<file path="config.mk">
export PLATFORM = sky130hd
export DESIGN_NAME = rmq_div
export DESIGN_NICKNAME = d
export VERILOG_FILES = /design/src/rotation_matrix_to_quaternion_defines.svh /design/src/rmq_pkg.sv /design/src/rmq_div.sv
export SDC_FILE = /design/constraint.sdc
export NUM_CORES = 2
export LEC_CHECK = 0
export BUFFER_PORTS_ARGS = -buffer_cell sky130_fd_sc_hd__buf_2
export CAP_MARGIN = 20
export CORE_ASPECT_RATIO = 0.8
export CORE_MARGIN = 10
export CORE_UTILIZATION = 64
export DETAILED_ROUTE_END_ITERATION = 8
export PLACE_DENSITY = 0.8
export SLEW_MARGIN = 10
export SYNTH_ARGS = -nofsm -noshare
export SYNTH_HDL_FRONTEND = slang
export SYNTH_SLANG_ARGS = --single-unit
</file>
<file path="constraint.sdc">
create_clock -name clk -period 8.9 [get_ports clk]
set_clock_uncertainty 0.2 [all_clocks]
set_input_delay 1.335 -clock clk [delete_from_list [all_inputs] [get_ports clk]]
set_output_delay 1.335 -clock clk [all_outputs]
set_load 0.005 [all_outputs]
</file>
<file path="src/rotation_matrix_to_quaternion_defines.svh">
// Assertion macros for the rotation matrix to quaternion top level.
`ifndef ROTATION_MATRIX_TO_QUATERNION_DEFINES_SVH
`define ROTATION_MATRIX_TO_QUATERNION_DEFINES_SVH

// Same-cycle implication, checked outside reset.
`define RMQ_ASSERT_NOW(lbl, ante, cons, msg) \
  lbl: assert property (@(posedge clk) disable iff (!rst_n) (ante) |-> (cons)) \
    else $error(msg);

// Next-cycle implication, checked outside reset.
`define RMQ_ASSERT_NEXT(lbl, ante, cons, msg) \
  lbl: assert property (@(posedge clk) disable iff (!rst_n) (ante) |=> (cons)) \
    else $error(msg);

`endif

</file>
<file path="src/rmq_pkg.sv">
// Shared widths, types and constants of the matrix to quaternion pipeline.
`timescale 1ns / 1ps
package rmq_pkg;

  localparam int FRAC_BITS = 14;
  localparam int DATA_W    = 16;
  // Radicand before scaling: 1 + d_big - d_other - d_other never exceeds 17 bits.
  localparam int RAD_W     = 17;
  localparam int SQ_IN_W   = RAD_W + FRAC_BITS - 2;
  localparam int ROOT_W    = (SQ_IN_W + 1) / 2;
  localparam int SQ_W      = SQ_IN_W + 2;
  // Off-diagonal sums and differences.
  localparam int P_W       = DATA_W + 1;
  localparam int DEN_W     = ROOT_W + 2;
  localparam int Q_W       = P_W + FRAC_BITS - 7;
  localparam int CMP_W     = DEN_W + Q_W;
  localparam int LAT       = 1 + ROOT_W + 1 + Q_W + 1;

  localparam logic [1:0] SEL_TRACE = 2'd0;
  localparam logic [1:0] SEL_X     = 2'd1;
  localparam logic [1:0] SEL_Y     = 2'd2;
  localparam logic [1:0] SEL_Z     = 2'd3;

  // Branch code and the three numerators that ride beside the root.
  typedef struct packed {
    logic [1:0]            sel;
    logic signed [P_W-1:0] pa;
    logic signed [P_W-1:0] pb;
    logic signed [P_W-1:0] pc;
  } side_t;

  // Branch code and root that ride beside the dividers.
  typedef struct packed {
    logic [1:0]        sel;
    logic [ROOT_W-1:0] h;
  } tail_t;

endpackage

</file>
<file path="src/rmq_div.sv">
// Pipelined restoring divider: p * 2^FRAC_BITS / (4h), truncated toward zero.
`timescale 1ns / 1ps
module rmq_div (
  input  logic                              clk,
  input  logic                              en,
  input  logic signed [rmq_pkg::P_W-1:0]    p,
  input  logic [rmq_pkg::ROOT_W-1:0]        h,
  output logic [rmq_pkg::Q_W-1:0]           quo_mag,
  output logic                              quo_neg
);

  logic signed [rmq_pkg::P_W:0] p_ext;
  logic [rmq_pkg::P_W-1:0]      p_mag;

  logic [rmq_pkg::CMP_W-1:0] num_r;
  logic [rmq_pkg::DEN_W-1:0] den0_r;
  logic                      neg0_r;

  logic [rmq_pkg::CMP_W-1:0] rem_r [rmq_pkg::Q_W];
  logic [rmq_pkg::Q_W-1:0]   q_r   [rmq_pkg::Q_W];
  logic [rmq_pkg::DEN_W-1:0] den_r [rmq_pkg::Q_W];
  logic                      neg_r [rmq_pkg::Q_W];

  // Split the numerator into sign and magnitude.
  always_comb begin
    p_ext = (rmq_pkg::P_W + 1)'(p);
    p_mag = p_ext[rmq_pkg::P_W] ? rmq_pkg::P_W'(-p_ext) : rmq_pkg::P_W'(p_ext);
  end

  always_ff @(posedge clk) begin
    if (en) begin
      num_r  <= rmq_pkg::CMP_W'(p_mag) << rmq_pkg::FRAC_BITS;
      den0_r <= {h, 2'b00};
      neg0_r <= p[rmq_pkg::P_W-1];
    end
  end

  genvar k;
  generate
    for (k = 0; k < rmq_pkg::Q_W; k++) begin : g_stage
      localparam int B = rmq_pkg::Q_W - 1 - k;
      logic [rmq_pkg::CMP_W-1:0] rem_in;
      logic [rmq_pkg::Q_W-1:0]   q_in;
      logic [rmq_pkg::DEN_W-1:0] den_in;
      logic                      neg_in;
      logic [rmq_pkg::CMP_W-1:0] trial;

      if (k == 0) begin : g_first
        assign rem_in = num_r;
        assign q_in   = '0;
        assign den_in = den0_r;
        assign neg_in = neg0_r;
      end else begin : g_next
        assign rem_in = rem_r[k-1];
        assign q_in   = q_r[k-1];
        assign den_in = den_r[k-1];
        assign neg_in = neg_r[k-1];
      end

      // Divisor aligned to this quotient bit.
      assign trial = rmq_pkg::CMP_W'(den_in) << B;

      always_ff @(posedge clk) begin
        if (en) begin
          den_r[k] <= den_in;
          neg_r[k] <= neg_in;
          if (rem_in >= trial) begin
            rem_r[k] <= rem_in - trial;
            q_r[k]   <= q_in | (rmq_pkg::Q_W'(1) << B);
          end else begin
            rem_r[k] <= rem_in;
            q_r[k]   <= q_in;
          end
        end
      end
    end
  endgenerate

  assign quo_mag = q_r[rmq_pkg::Q_W-1];
  assign quo_neg = neg_r[rmq_pkg::Q_W-1];

endmodule

</file>
==> Word-level counts from Yosys, hierarchy flattened <==
Memory sizes are Yosys's and may differ from the RTL's.
Index checks and enable logic that the tools add are counted.
{ "op_classes": {"n_addsub": 25, "n_lt_le_gt_ge": 24, "muxes": 195, "bitwise": 48} }
{ "op_table": {"columns": ["cell", "count"], "rows": [
  ["two-way mux 41 bit", 24],
  ["two-way mux 24 bit", 24],
  ["two-way mux 1 bit", 146],
  ["OR 1 bit", 48],
  [">= comparator 41 x 17 -> 1 bit", 1],
  [">= comparator 41 x 18 -> 1 bit", 1],
  [">= comparator 41 x 19 -> 1 bit", 1],
  [">= comparator 41 x 20 -> 1 bit", 1],
  [">= comparator 41 x 21 -> 1 bit", 1],
  [">= comparator 41 x 22 -> 1 bit", 1],
  [">= comparator 41 x 23 -> 1 bit", 1],
  [">= comparator 41 x 24 -> 1 bit", 1],
  [">= comparator 41 x 25 -> 1 bit", 1],
  [">= comparator 41 x 26 -> 1 bit", 1],
  [">= comparator 41 x 27 -> 1 bit", 1],
  [">= comparator 41 x 28 -> 1 bit", 1],
  [">= comparator 41 x 29 -> 1 bit", 1],
  [">= comparator 41 x 30 -> 1 bit", 1],
  [">= comparator 41 x 31 -> 1 bit", 1],
  [">= comparator 41 x 32 -> 1 bit", 1],
  [">= comparator 41 x 33 -> 1 bit", 1],
  [">= comparator 41 x 34 -> 1 bit", 1],
  [">= comparator 41 x 35 -> 1 bit", 1],
  [">= comparator 41 x 36 -> 1 bit", 1],
  ["30 further kinds", 30]
]} }
{ "totals": {"reg_bits": 33, "mem_bits_rw": 1992, "input_bits": 34, "out_inout_bits": 25, "mem_count": 4} }
{ "memory_table": {"columns": ["memory", "words", "word_bits", "rd", "rd_ports_with_merged_regs", "write_ports", "line_no", "text"], "rows": [
  ["rem_r", 24, 41, 23, 0, 24, "rmq_div.sv:19", "logic [rmq_pkg::CMP_W-1:0] rem_r [rmq_pkg::Q_W];"],
  ["q_r", 24, 24, 24, 0, 24, "rmq_div.sv:20", "logic [rmq_pkg::Q_W-1:0] q_r [rmq_pkg::Q_W];"],
  ["den_r", 24, 17, 23, 0, 24, "rmq_div.sv:21", "logic [rmq_pkg::DEN_W-1:0] den_r [rmq_pkg::Q_W];"],
  ["neg_r", 24, 1, 24, 0, 24, "rmq_div.sv:22", "logic neg_r [rmq_pkg::Q_W];"]
]} }

==> Depth between registers and ports, before layout <==
An unclocked memory read counts as a cell.
{ "logic_depth": {"ltp_word": 6, "ltp_mapped": 13, "ltp_nobuf": 12} }

==> Worst setup path after synthesis <==
Ideal clock, no wire load.
{ "synth_path": {"kind": "in2reg", "startpoint": "in en", "endpoint": "mem q_r[2][76] (netlist bit) (enable)", "t_arrival_ns": 3.921, "required_time_ns": 8.268, "setup_slack_ns": 4.347, "stages": 5, "path_cell_list": "clkbuf_1 -> clkbuf_1 -> clkbuf_1 -> clkbuf_1 -> clkbuf_1"} }
{ "synth_lines": {"columns": ["item", "line_no", "text"], "rows": [
  ["start, declared", "rmq_div.sv:5", "input logic en,"],
  ["end, declared", "rmq_div.sv:20", null]
]} }

==> impl_metrics.ini <==
[run]
drv_cap = 0

[detailed_routing]
ant_nets = 0
firstDrtPassIters = 7
wl_per_cell_um = 20.8
vias_per_cell = 6.16
drc = 0
vias = 45500
drtIter0Drc = 4443
wl_um = 154000

[yosys]
yosysTopAreaCell = edfxtp_1
synth_edf_count = 1389
yosysTopAreaCellShare = 0.599
yosysSeqAreaShare = 0.599
synth-seq-cells = 1389
synth_area_leaders = edfxtp_1, ha_1, xor2_1
netlist_instances = 5738
syn-num-nets = 6146
synthFlopType = edfxtp_1
synthDistinctLibCells = 81
synth_area_um2 = 69600
syn_area_per_cell_um2 = 12.1
yosysWarnings = 0
async_flop_share = 0

[place]
gp_congestion = 0.932
dp_hpwl_um = 111000
portBuffers = 58

[critical_path]
crit_chain = inv_1, fa_1, a21oi_1, o22ai_1, o211ai_1, nand2_1, nor2_1, clkinv_1, and3b_1, o211ai_1, nor3_1, xor2_1
critPathRequiredTime_ns = 9.20
cp_max_fo = 26
timing.reg2reg.setup_slack_ns = 4.07
critPathBufInv = 2
crit_path_top_delay_cell = clkinv_1
cp-start-kind = flip-flop
path_class = reg -> reg
cpPeakStageDelay_ns = 0.74
crit_family = compound AO/OA/AOI/OAI gates
cp_data_arrival_time_ns = 5.13
end_kind = flip-flop
path_common_cell = o211ai_1

[timing]
period_share = 0.543
slew_viol_final = 0
rsz0062_at_grt = no
setup_viol = 0
hold_viol_final = 0
slew_headroom = 0.284
holdWs_ns = 0.201
tightest_slew_ns = 1.07
fmax_mhz = 207
period_needed_ns = 4.83
setup_tns_ns = 0

[cts]
worstSkewPairLatency_ns = 0.78
root_buffer = clkbuf_16
cts_made_buffers = 138
post-cts-setup-buffers = 0
cts_buffer_depth = 3
tritoncts = done
cts_hold_buffers = 0
clk_pin_slew_ns = 0.06
ctsResizeCount = 0
cts.sinks = 1389
htree_num_levels = 4

[cells_and_area]
nets = 6255
syn_to_final_growth_pct = 9.08
drive_gt1_frac = 0.0675
diodes = 0

[floorplanning]
start_util = 0.643
core_um2 = 108000
die_area_um2 = 122000
io_pins = 59
rows = 108
fp.dieH_um = 315
die_w_um = 389

[min_path]
hp-class = reg -> reg

[global_route]
grt_max_degree = 155
grt-ovfl-total = 0
first_global_vias = 43800
grt_pass1_wl_um = 242000
antenna_found_initial = 1
grt_usage = 0.248

[power_and_ir_drop]
p_per_area_nw_per_um2 = 286
peakVddDrop_mv = 0.205
p_leak_nw = 28.4

[status]
status = finished clean
-- per-stage QoR --
step / power (W) / worst slack [ns] / utilization / std cells / instance area, um^2
6_report: 0.0217 / 4.07 / 0.701 / 7385 / 75900
3_3_place_gp: 0.0158 / 3.81 / 0.661 / 7135 / 71500
4_1_cts: 0.0217 / 4.27 / 0.701 / 7383 / 75900
3_5_place_dp: 0.0159 / 3.68 / 0.661 / 7135 / 71500
5_1_grt: 0.0229 / 3.78 / 0.701 / 7385 / 75900
2_1_floorplan: 0.0142 / 4.35 / - / 5738 / 69600
-- Yosys cell counts, drive strengths merged (10+ instances only) --
cell and count:
a211oi 36, and3 29, edfxtp 1389, o31a 22
o21ai 339, nor3 191, ha 351, inv 451
nor2b 73, or3 51, a21boi 14, a31oi 38
a21o 117, mux2 48, nor4b 32, or2 24
nand4b 35, xnor2 246, or4 38, and2 22
a31o 14, nand2b 83, clkbuf 114, o211ai 28
nand2 442, a21oi 269, o31ai 40, buf 12
o2111ai 11, nand3b 20, nor2 359, nand4 63
o21bai 22, o21a 78, fa 23, nor3b 11
nand3 102, o41ai 13, mux2i 10, nor4 106
xor2 266
-- where the power goes --
| part | internal (W) | switching, W | leakage, nW | total [W] |
|---|---|---|---|---|
| logic | 0.00262 | 0.00362 | 12.9 | 0.00624 |
| registers | 0.00878 | 0.000977 | 13.3 | 0.00976 |
| clock network | 0.00322 | 0.00250 | 2.13 | 0.00573 |
| total | 0.0146 | 0.00710 | 28.4 | 0.0217 |
-- layout make-up --
cell class	count	area, um^2
clock buffer	162	3630
clock inverter	86	752
fill	7406	32300
inverter	452	1700
multi-input combinational	3771	25700
sequential	1389	41700
tap	1430	1790
timing repair buffer	95	609
-- kinds of logic (layout without fill, tap and decap cells) --
group	after synthesis	after routing	synth area share
flip-flops	1389	1389	0.599
buffers and inverters	578	795	0.0316
XOR/XNOR	512	512	0.0644
multiplexers	58	58	0.00920
AND/OR/NAND/NOR	1703	1703	0.124
adder cells (fa/ha/maj)	374	374	0.0697
AO/OA/AOI/OAI	1124	1124	0.102
-- final timing paths --
| path | startpoint | end | cells after the start |
|---|---|---|---|
| setup / recovery | den_r[4][53]$_DFFE_PP_ | rem_r[2][200]$_DFFE_PP_ | 12 |
| hold / removal | q_r[1][89]$_DFFE_PP_ | q_r[1][113]$_DFFE_PP_ | 0 |
| setup reg to reg | den_r[4][53]$_DFFE_PP_ | rem_r[2][200]$_DFFE_PP_ | 12 |
| hold reg to reg | q_r[1][89]$_DFFE_PP_ | q_r[1][113]$_DFFE_PP_ | 0 |
-- placed cells by master, fill, tap and decap left out, types with 23 or more instances in the layout --
master / count
clkbuf_16: 142
mux2_2: 48
nor2_1: 358
nor4b_1: 32
nand2b_1: 83
edfxtp_1: 1389
nand2_1: 442
nand3_1: 102
a211oi_1: 36
buf_4: 33
nand4b_1: 35
buf_2: 57
or2_2: 24
ha_1: 351
nor2b_1: 73
nor4_1: 105
o21a_1: 78
or3_1: 51
nor3_1: 190
nand4_1: 63
a21o_1: 117
or4_1: 35
o31ai_1: 40
a31oi_1: 38
a21oi_1: 268
o21ai_0: 335
fa_1: 23
and3_1: 29
xor2_1: 266
o211ai_1: 28
xnor2_1: 246
clkinv_1: 32
inv_1: 450
-- per-layer routing --
metal	track usage	vias up	share of wire
met5	0	-	0
met4	0.0635	0	0.021
met3	0.0500	249	0.077
met2	0.398	1718	0.47
met1	0.348	22100	0.44
li1	-	21500	-
-- flip-flops by register name (all words and copies together), names as in the netlist --
name / flops
den0_r: 15
den_r: 345
g_stage.neg_in: 1
g_stage.rem_in: 17
neg_r: 24
q_r: 300
rem_r: 687
No activity file was read; power rests on OpenSTA's default activity.
