==> src/rotation_matrix_to_quaternion_defines.svh <==
// Assertion macros for the rotation matrix to quaternion top level.
`ifndef ROTATION_MATRIX_TO_QUATERNION_DEFINES_SVH
`define ROTATION_MATRIX_TO_QUATERNION_DEFINES_SVH

// Same-cycle implication, checked outside reset.
`define RMQ_ASSERT_NOW(lbl, ante, cons, msg) \
  lbl: assert property (@(posedge clk) disable iff (!rst_n) (ante) |-> (cons)) \
    else $error(msg);

// Next-cycle implication, checked outside reset.
`define RMQ_ASSERT_NEXT(lbl, ante, cons, msg) \
  lbl: assert property (@(posedge clk) disable iff (!rst_n) (ante) |=> (cons)) \
    else $error(msg);

`endif

==> src/rmq_pkg.sv <==
// Shared widths, types and constants of the matrix to quaternion pipeline.
`timescale 1ns / 1ps
package rmq_pkg;

  localparam int FRAC_BITS = 14;
  localparam int DATA_W    = 16;
  // Radicand before scaling: 1 + d_big - d_other - d_other never exceeds 17 bits.
  localparam int RAD_W     = 17;
  localparam int SQ_IN_W   = RAD_W + FRAC_BITS - 2;
  localparam int ROOT_W    = (SQ_IN_W + 1) / 2;
  localparam int SQ_W      = SQ_IN_W + 2;
  // Off-diagonal sums and differences.
  localparam int P_W       = DATA_W + 1;
  localparam int DEN_W     = ROOT_W + 2;
  localparam int Q_W       = P_W + FRAC_BITS - 7;
  localparam int CMP_W     = DEN_W + Q_W;
  localparam int LAT       = 1 + ROOT_W + 1 + Q_W + 1;

  localparam logic [1:0] SEL_TRACE = 2'd0;
  localparam logic [1:0] SEL_X     = 2'd1;
  localparam logic [1:0] SEL_Y     = 2'd2;
  localparam logic [1:0] SEL_Z     = 2'd3;

  // Branch code and the three numerators that ride beside the root.
  typedef struct packed {
    logic [1:0]            sel;
    logic signed [P_W-1:0] pa;
    logic signed [P_W-1:0] pb;
    logic signed [P_W-1:0] pc;
  } side_t;

  // Branch code and root that ride beside the dividers.
  typedef struct packed {
    logic [1:0]        sel;
    logic [ROOT_W-1:0] h;
  } tail_t;

endpackage

==> src/rmq_sqrt.sv <==
// Pipelined integer square root, one result bit per stage.
`timescale 1ns / 1ps
module rmq_sqrt (
  input  logic                          clk,
  input  logic                          en,
  input  logic [rmq_pkg::RAD_W-1:0]     rad,
  output logic [rmq_pkg::ROOT_W-1:0]    root
);

  logic [rmq_pkg::SQ_W-1:0]   rem_r  [rmq_pkg::ROOT_W];
  logic [rmq_pkg::ROOT_W-1:0] root_r [rmq_pkg::ROOT_W];

  genvar k;
  generate
    for (k = 0; k < rmq_pkg::ROOT_W; k++) begin : g_stage
      localparam int B = rmq_pkg::ROOT_W - 1 - k;
      logic [rmq_pkg::SQ_W-1:0]   rem_in;
      logic [rmq_pkg::ROOT_W-1:0] root_in;
      logic [rmq_pkg::SQ_W-1:0]   trial;

      // Stage input comes from the port or from the stage before.
      if (k == 0) begin : g_first
        assign rem_in  = rmq_pkg::SQ_W'(rad) << (rmq_pkg::FRAC_BITS - 2);
        assign root_in = '0;
      end else begin : g_next
        assign rem_in  = rem_r[k-1];
        assign root_in = root_r[k-1];
      end

      // Growth of the square when this root bit is set.
      assign trial = (rmq_pkg::SQ_W'(root_in) << (B + 1)) | (rmq_pkg::SQ_W'(1) << (2 * B));

      always_ff @(posedge clk) begin
        if (en) begin
          if (rem_in >= trial) begin
            rem_r[k]  <= rem_in - trial;
            root_r[k] <= root_in | (rmq_pkg::ROOT_W'(1) << B);
          end else begin
            rem_r[k]  <= rem_in;
            root_r[k] <= root_in;
          end
        end
      end
    end
  endgenerate

  assign root = root_r[rmq_pkg::ROOT_W-1];

endmodule

==> config.mk <==
export PLATFORM = sky130hd
export DESIGN_NAME = rmq_sqrt
export DESIGN_NICKNAME = d
export VERILOG_FILES = /design/src/rotation_matrix_to_quaternion_defines.svh /design/src/rmq_pkg.sv /design/src/rmq_sqrt.sv
export SDC_FILE = /design/constraint.sdc
export NUM_CORES = 1
export LEC_CHECK = 0
export ABC_AREA = 1
export BUFFER_PORTS_ARGS = -buffer_cell sky130_fd_sc_hd__buf_2
export CAP_MARGIN = 20
export CORE_MARGIN = 2
export CORE_UTILIZATION = 60
export CTS_CLUSTER_DIAMETER = 200
export DETAILED_ROUTE_END_ITERATION = 7
export PLACE_DENSITY = 0.78
export SLEW_MARGIN = 20
export SYNTH_ARGS = -nofsm -noshare
export SYNTH_HDL_FRONTEND = slang
export SYNTH_SLANG_ARGS = --single-unit
==> constraint.sdc <==
create_clock -name clk -period 4.7 [get_ports clk]
set_input_delay 0.94 -clock clk [delete_from_list [all_inputs] [get_ports clk]]
set_output_delay 0.94 -clock clk [all_outputs]
set_load 0.005 [all_outputs]
# Word level (Yosys, flattened, before mapping)
# Memories as Yosys holds them, arrays and structs flattened.
# Index checks and enable logic that the tools add are counted.
# totals
output_inout_bits	15
mem_count	2
register_bits	0
ram_bits	690
input_bits	19
# op_classes
n_lt_le_gt_ge	15
bitwise_logic	30
muxes	120
addsub	15
# mem_list
memory	words	width	rd	rd_ports_with_merged_regs	write_ports	line	source
rem_r	15	31	14	0	15	rmq_sqrt.sv:10	logic [rmq_pkg::SQ_W-1:0] rem_r [rmq_pkg::ROOT_W];
root_r	15	15	15	0	15	rmq_sqrt.sv:11	logic [rmq_pkg::ROOT_W-1:0] root_r [rmq_pkg::ROOT_W];
# op_table
operator	count
two-way mux 31 bit	15
two-way mux 15 bit	15
two-way mux 1 bit	90
greater-or-equal comparator 31 x 16 -> 1 bit	1
greater-or-equal comparator 31 x 17 -> 1 bit	1
greater-or-equal comparator 31 x 18 -> 1 bit	1
greater-or-equal comparator 31 x 19 -> 1 bit	1
greater-or-equal comparator 31 x 20 -> 1 bit	1
greater-or-equal comparator 31 x 21 -> 1 bit	1
greater-or-equal comparator 31 x 22 -> 1 bit	1
greater-or-equal comparator 31 x 23 -> 1 bit	1
greater-or-equal comparator 31 x 24 -> 1 bit	1
greater-or-equal comparator 31 x 25 -> 1 bit	1
greater-or-equal comparator 31 x 26 -> 1 bit	1
greater-or-equal comparator 31 x 27 -> 1 bit	1
greater-or-equal comparator 31 x 28 -> 1 bit	1
greater-or-equal comparator 31 x 29 -> 1 bit	1
subtractor 31 x 16 -> 31 bit	1
subtractor 31 x 17 -> 31 bit	1
subtractor 31 x 18 -> 31 bit	1
subtractor 31 x 19 -> 31 bit	1
subtractor 31 x 20 -> 31 bit	1
subtractor 31 x 21 -> 31 bit	1
subtractor 31 x 22 -> 31 bit	1
other kinds (10)	39

# Longest topological paths before layout
# Gate-level depths: netlist of the first run.
# An unclocked memory read counts as a cell.
# depth
depth_word	6
depth_mapped	15
depth_no_buf	15

# Least setup slack after synthesis of the first run
# OpenSTA, ideal clock, no wires.
# synth_path
path_kind	input -> register
startpoint	in en
endpoint	mem rem_r[1][158] (netlist bit) (enable)
required_ns	4.286
t_arrival_ns	2.515
slack_ns	1.771
cell_stages	3
path_cell_list	buf_4 > clkbuf_1 > clkbuf_1
# synth_lines
element	line	source
start: declaration	rmq_sqrt.sv:5	input logic en,
end: declaration	rmq_sqrt.sv:10	

==> results.txt, run 1 <==
Clock buffer depth: 3
Clk root buf: clkbuf_16
Total GRT Usage: 26.79%
Met3 WL: 3859 µm
Power, Total: 10.69 mW
Max rail drop VDD: 349.0 µV
Port Buffers: 33
Pwr Density: 393.7 mW/mm²
DRT Pass-1 Iters: 6
Critical Path End Type: flip-flop
Most common cell after layout, fill and taps aside: nand2_1
Commonest non-fill, non-tap cells in the layout: nand2_1, inv_1, edfxtp_1
Mapped Area: 0.02505 mm²
Slew Viols, Final: 0
Max FO, Critical Path: 4
Hold Crit Class: flip-flop to flip-flop
Crit path required time: 5030 ps
Initial core utilization: 61.08%
Fin nets: 3,153
Seq/Total Area, Yosys: 49.15%
Setup TNS: 0 ps
Worst-skew pair later-pin latency: 580 ps
Clock slew seen by the registers of the worst setup and hold paths: 60 ps
Fill count: 3,383
DPL Wire Length: 44,310 µm
Cts bufs inserted: 44
Vias in the first global route: 18,630
Layout cell share with drive strength beyond 1: 7.230%
Row cnt: 74
Setup Viol. Count Final: 0
Pre-CTS setup slack: 1543 ps
CTS tree: built
Worst hold path cell count: 0
Number of setup buffers added after CTS: 0
Syn Area/Cell: 8.458 µm²
Vias per cell: 5.417
Hold path startpoint: rem_r[0][78]
Hold Path End: rem_r[0][109]
GRT overflow: 0
Fmax: 371.1 MHz
CTS H-tree lvls: 2
Met2 WL: 27,400 µm
Syn Nets: 3,106
Period utilisation layout: 57.33%
Highest routed layer: met4
Tightest Pin Transition: 829.7 ps
Area growth syn-to-layout: 8.416%
Core Area: 0.04102 mm²
Antenna violations before repair: 0
R2R cell count: 14
Clock sink count: 410
Die width: 208.3 µm
Die area: 0.04340 mm²
Via count: 19,370
CTS Hold Bufs: 0
MaxCap Viol Count: 0
Critical R2R Capture: rem_r[1][142]
PostCTS Resize Cnt: 0
Critical Path AT: 3030 ps
Cell Count, Final, Fillers Out: 3,575
Critical path class: flip-flop to flip-flop
Final WL: 57,500 µm
RSZ-0062 raised after global routing: no
Worst setup SP type: flip-flop
DRT iter0 DRCs: 1,614
Die Span Y: 208.3 µm
Routability congestion estimate: 0.9346
Post-synth EDFFs: 410
DRT antenna net count: 0
Post-Route M1 WL: 24,800 µm
Io pins: 34
Main synth FF type: edfxtp_1
Fin. Hold Viols: 0
Synth Register Bits: 410
Reg2Reg Setup Slack: 2010 ps
Pin count of the biggest net entering global routing: 107
Distinct cells, synth: 49
P_leak: 12.46 nW
Minimum clock period: 2695 ps
FFs w/ async S/R, synth: 0%
Syn Inst Count: 2,962
Placed Cells incl. Taps: 3,495
Ys Warns: 0
Drt drc: 0
Slew headroom: 44.69%
Diode count: 0
First-pass GRT wire length: 93,420 µm
R2R Path Start: root_r[1][48]
Setup Skew: 13.14 ps
Final setup margin: 2005 ps
Drt wl/cell: 16.08 µm
Outcome: completed
through the flow:
| step | hold WS (ps) | cell area, µm² | utilization, % |
|---|---|---|---|
| 2_1_floorplan | 417.4 | 25050 | - |
| 3_3_place_gp | 421.4 | 25690 | 62.63 |
| 6_report | 442.8 | 27160 | 66.22 |
| 5_1_grt | 452.3 | 27160 | 66.22 |
| 3_5_place_dp | 427.0 | 25690 | 62.63 |
| 4_1_cts | 441.5 | 27160 | 66.22 |
routing by layer:
| layer | track usage (%) | vias to the layer above |
|---|---|---|
| li1 | - | 9710 |
| met1 | 35.63 | 8946 |
| met2 | 45.54 | 614 |
| met3 | 4.257 | 95 |
| met4 | 7.666 | 0 |
| met5 | 0 | - |
how the worst max path moves through the flow:
stage	startpoint	endpoint	slack (ps)
after floorplan	en	rem_r[1][158]	1770
after global placement	en	rem_r[0][241]	1620
after detailed placement	en	rem_r[0][202]	1540
after global routing	rem_r[1][99]	rem_r[1][146]	1830
final	root_r[1][48]	rem_r[1][142]	2010
after CTS	root_r[1][48]	rem_r[1][142]	2060
synthesized netlist by cell type, types with 13 or more instances:
cell	n	area, µm²
a21oi_1	86	430.4
clkbuf_1	16	60.06
edfxtp_1	410	12310
ha_1	120	1501
inv_1	514	1929
nand2_1	862	3236
nand2_2	15	93.84
nand3_1	178	890.9
nand3b_1	27	202.7
nand4_1	71	444.2
nor2_1	269	1010
nor2_2	23	143.9
nor3_1	50	250.2
o21ai_0	60	300.3
o21ai_1	16	80.08
o21ai_2	27	236.5
or2_2	13	81.33
xnor2_1	41	359.1
xor2_1	58	508.0
worst max-delay path, stage by stage (launching register included):
cell and delay [ps]:
edfxtp_1 390, inv_1 80, ha_1 240, inv_1 80, fa_1 400, inv_1 150, nand2_1 70, nand2_1 70
nand2_1 140, o21ai_1 410, nand2_1 130, nand3b_1 110, nand2_1 80, nand2_1 60, inv_1 40
final cells by class:
| cell class | count | area, µm² | area share [%] |
|---|---|---|---|
| clock inverters | 27 | 316.6 | 1.166 |
| inverters | 523 | 1982 | 7.297 |
| multi-input cells | 1992 | 10490 | 38.62 |
| flip-flops and latches | 410 | 12310 | 45.33 |
| well taps | 532 | 665.6 | 2.451 |
| repair buffers | 38 | 237.7 | 0.8753 |
| clock buffers | 53 | 1156 | 4.257 |
state kept, by name (all words and copies together) (netlist names):
register,flops
root_r,120
rem_r,290
power breakdown:
group	internal (mW)	switching [mW]	leakage (nW)
registers	4.55	0.352	3.85
logic	0.761	1.47	7.90
clock network	2.14	1.43	0.708
kinds of logic after synthesis:
family          after synthesis  synth area share, %
compound gates              211                4.915
xor+xnor                     99                3.461
fa+ha+maj                   125                6.393
buf+inv                     560                8.980
flops                       410                49.15
simple gates               1557                27.11
Note: power is estimated with default switching activity, not from simulation.
==> run 2, diff against run 1 <==
Clock period 4.7 ns to 2.8 ns, I/O delays scaled along.
==> run 2 against run 1 <==
Compared with the run above:
- cell count grew 0.17%
- clock-buffer cell count decreased by 5
- sequential cell count unchanged
- sequential power up 68%
- register-to-register slack got worse by 1800 ps
- combinational power up 70%
- core utilization grew 0.089 points
- critical path depth fell by 7
- via count grew 1.3%
- largest cell class unchanged
==> results.txt, run 2 (same netlist as run 1, synthesis figures left out) <==
DRT antenna net count: 0
Crit path required time: 3180 ps
Critical Path End Type: flip-flop
Max rail drop VDD: 618.7 µV
Layout cell share with drive strength beyond 1: 7.543%
Area growth syn-to-layout: 8.561%
Slew Viols, Final: 0
Clock buffer depth: 3
Hold Crit Class: primary input to flip-flop
Routability congestion estimate: 0.9640
Total GRT Usage: 27.03%
Cts bufs inserted: 44
Setup Skew: 12.47 ps
Minimum clock period: 2573 ps
CTS tree: built
Commonest non-fill, non-tap cells in the layout: nand2_1, inv_1, edfxtp_1
PostCTS Resize Cnt: 0
Switch Pwr: 5.598 mW
Largest reg by FF count: rem_r
Largest regs: rem_r x290, root_r x120
Switching part of the total power: 31.27%
DPL Wire Length: 44,790 µm
Most common cell after layout, fill and taps aside: nand2_1
Clock share of power: 33.0%
MaxCap Viol Count: 0
First-pass GRT wire length: 93,540 µm
DRT iter0 DRCs: 1,883
P_leak: 12.47 nW
Initial core utilization: 61.08%
CTS H-tree lvls: 2
Via count: 19,610
Outcome: completed
Clk root buf: clkbuf_16
Period utilisation layout: 91.89%
DRT Pass-1 Iters: 6
Io pins: 34
Clock sink count: 410
Sequential share of power: 45.8%
CTS Hold Bufs: 0
Internal power: 12.31 mW
Fin nets: 3,157
Critical path class: flip-flop to flip-flop
Fmax: 388.7 MHz
Drt drc: 0
Port Buffers: 33
Setup Viol. Count Final: 0
Drt wl/cell: 16.37 µm
Post-route cell area: 0.02720 mm²
Die Span Y: 208.3 µm
Tightest Pin Transition: 665.9 ps
Combinational Power Share: 21.2%
Final WL: 58,610 µm
Die area: 0.04340 mm²
Slew headroom: 55.61%
Fin. Hold Viols: 0
Pwr Density: 658.3 mW/mm²
Max FO, Critical Path: 14
Antenna violations before repair: 0
Max reg flops: 290
GRT overflow: 0
Critical Path AT: 2960 ps
Number of setup buffers added after CTS: 0
Clock slew seen by the registers of the worst setup and hold paths: 60 ps
Placed Cells incl. Taps: 3,499
Vias in the first global route: 18,520
RSZ-0062 raised after global routing: no
Pin count of the biggest net entering global routing: 117
Row cnt: 74
Diode count: 0
Post-place instance area: 0.02573 mm²
Cell Count, Final, Fillers Out: 3,581
Worst-skew pair later-pin latency: 590 ps
Core Area: 0.04102 mm²
Setup TNS: 0 ps
Die width: 208.3 µm
Worst setup SP type: flip-flop
Vias per cell: 5.476
-- run 2: cell types whose count changed in the layout (fill, tap and decap cells not counted) --
cell	previous run	this run
clkinv_8	0	1
inv_6	4	5
clkinvlp_4	3	8
bufinv_16	7	5
clkbuf_1	8	4
inv_16	0	1
inv_8	1	2
buf_4	3	6
buf_12	2	3
clkbuf_16	45	44
-- run 2: cell type report --
| class | instances | area (µm²) |
|---|---|---|
| Multi-Input combinational cell | 1992 | 10490 |
| Timing Repair Buffer | 42 | 280.3 |
| Tap cell | 532 | 665.6 |
| Clock inverter | 34 | 350.3 |
| Sequential cell | 410 | 12310 |
| Inverter | 523 | 1982 |
| Fill cell | 3309 | 13820 |
| Clock buffer | 48 | 1116 |
-- run 2: layer usage --
layer / wire, µm / part of all wire (%) / up-vias / global-route usage [%]
met4: 1729 / 3.0 / 0 / 8.980
li1: - / - / 9707 / -
met1: 25400 / 43 / 9085 / 36.35
met3: 3680 / 6.3 / 140 / 3.381
met5: 0 / 0 / - / 0
met2: 27800 / 47 / 679 / 45.62
-- run 2: worst paths after layout --
| kind | to | depth (start not counted) | slack, ps | from |
|---|---|---|---|---|
| setup / recovery | rem_r[1][44] | 7 | 230 | root_r[1][10] |
| hold / removal | rem_r[0][26] | 1 | 150 | rad[14] |
| setup reg to reg | rem_r[1][44] | 7 | 230 | root_r[1][10] |
| hold reg to reg | rem_r[0][110] | 0 | 440 | rem_r[0][79] |
-- run 2: per-stage QoR --
stage | power [mW] | utilization, % | hold WS [ps] | setup WS (ps)
floorplan | 10.95 | - | 417.4 | 250.9
global placement | 11.96 | 62.73 | 421.1 | 342.0
detailed placement | 12.05 | 62.73 | 430.6 | 296.7
CTS | 17.95 | 66.30 | 120.1 | 261.3
global route | 18.81 | 66.30 | 130.4 | 74.98
finish | 17.90 | 66.30 | 146.8 | 227.0
-- run 2: critical path, stage by stage (launching register included) --
cell	delay, ps
edfxtp_1	430
inv_1	70
ha_1	340
a21oi_1	300
o21bai_1	170
a21oi_2	190
nand3_1	460
o21ai_0	420
-- run 2: power groups by stage --
stage	sequential, mW	clock [mW]	combinational, mW
final	8.21	5.90	3.79
after global routing	8.27	6.22	4.33
after CTS	8.20	6.00	3.76
after detailed placement	8.32	0	3.73
after global placement	8.31	0	3.65
after floorplan	8.06	0	2.89
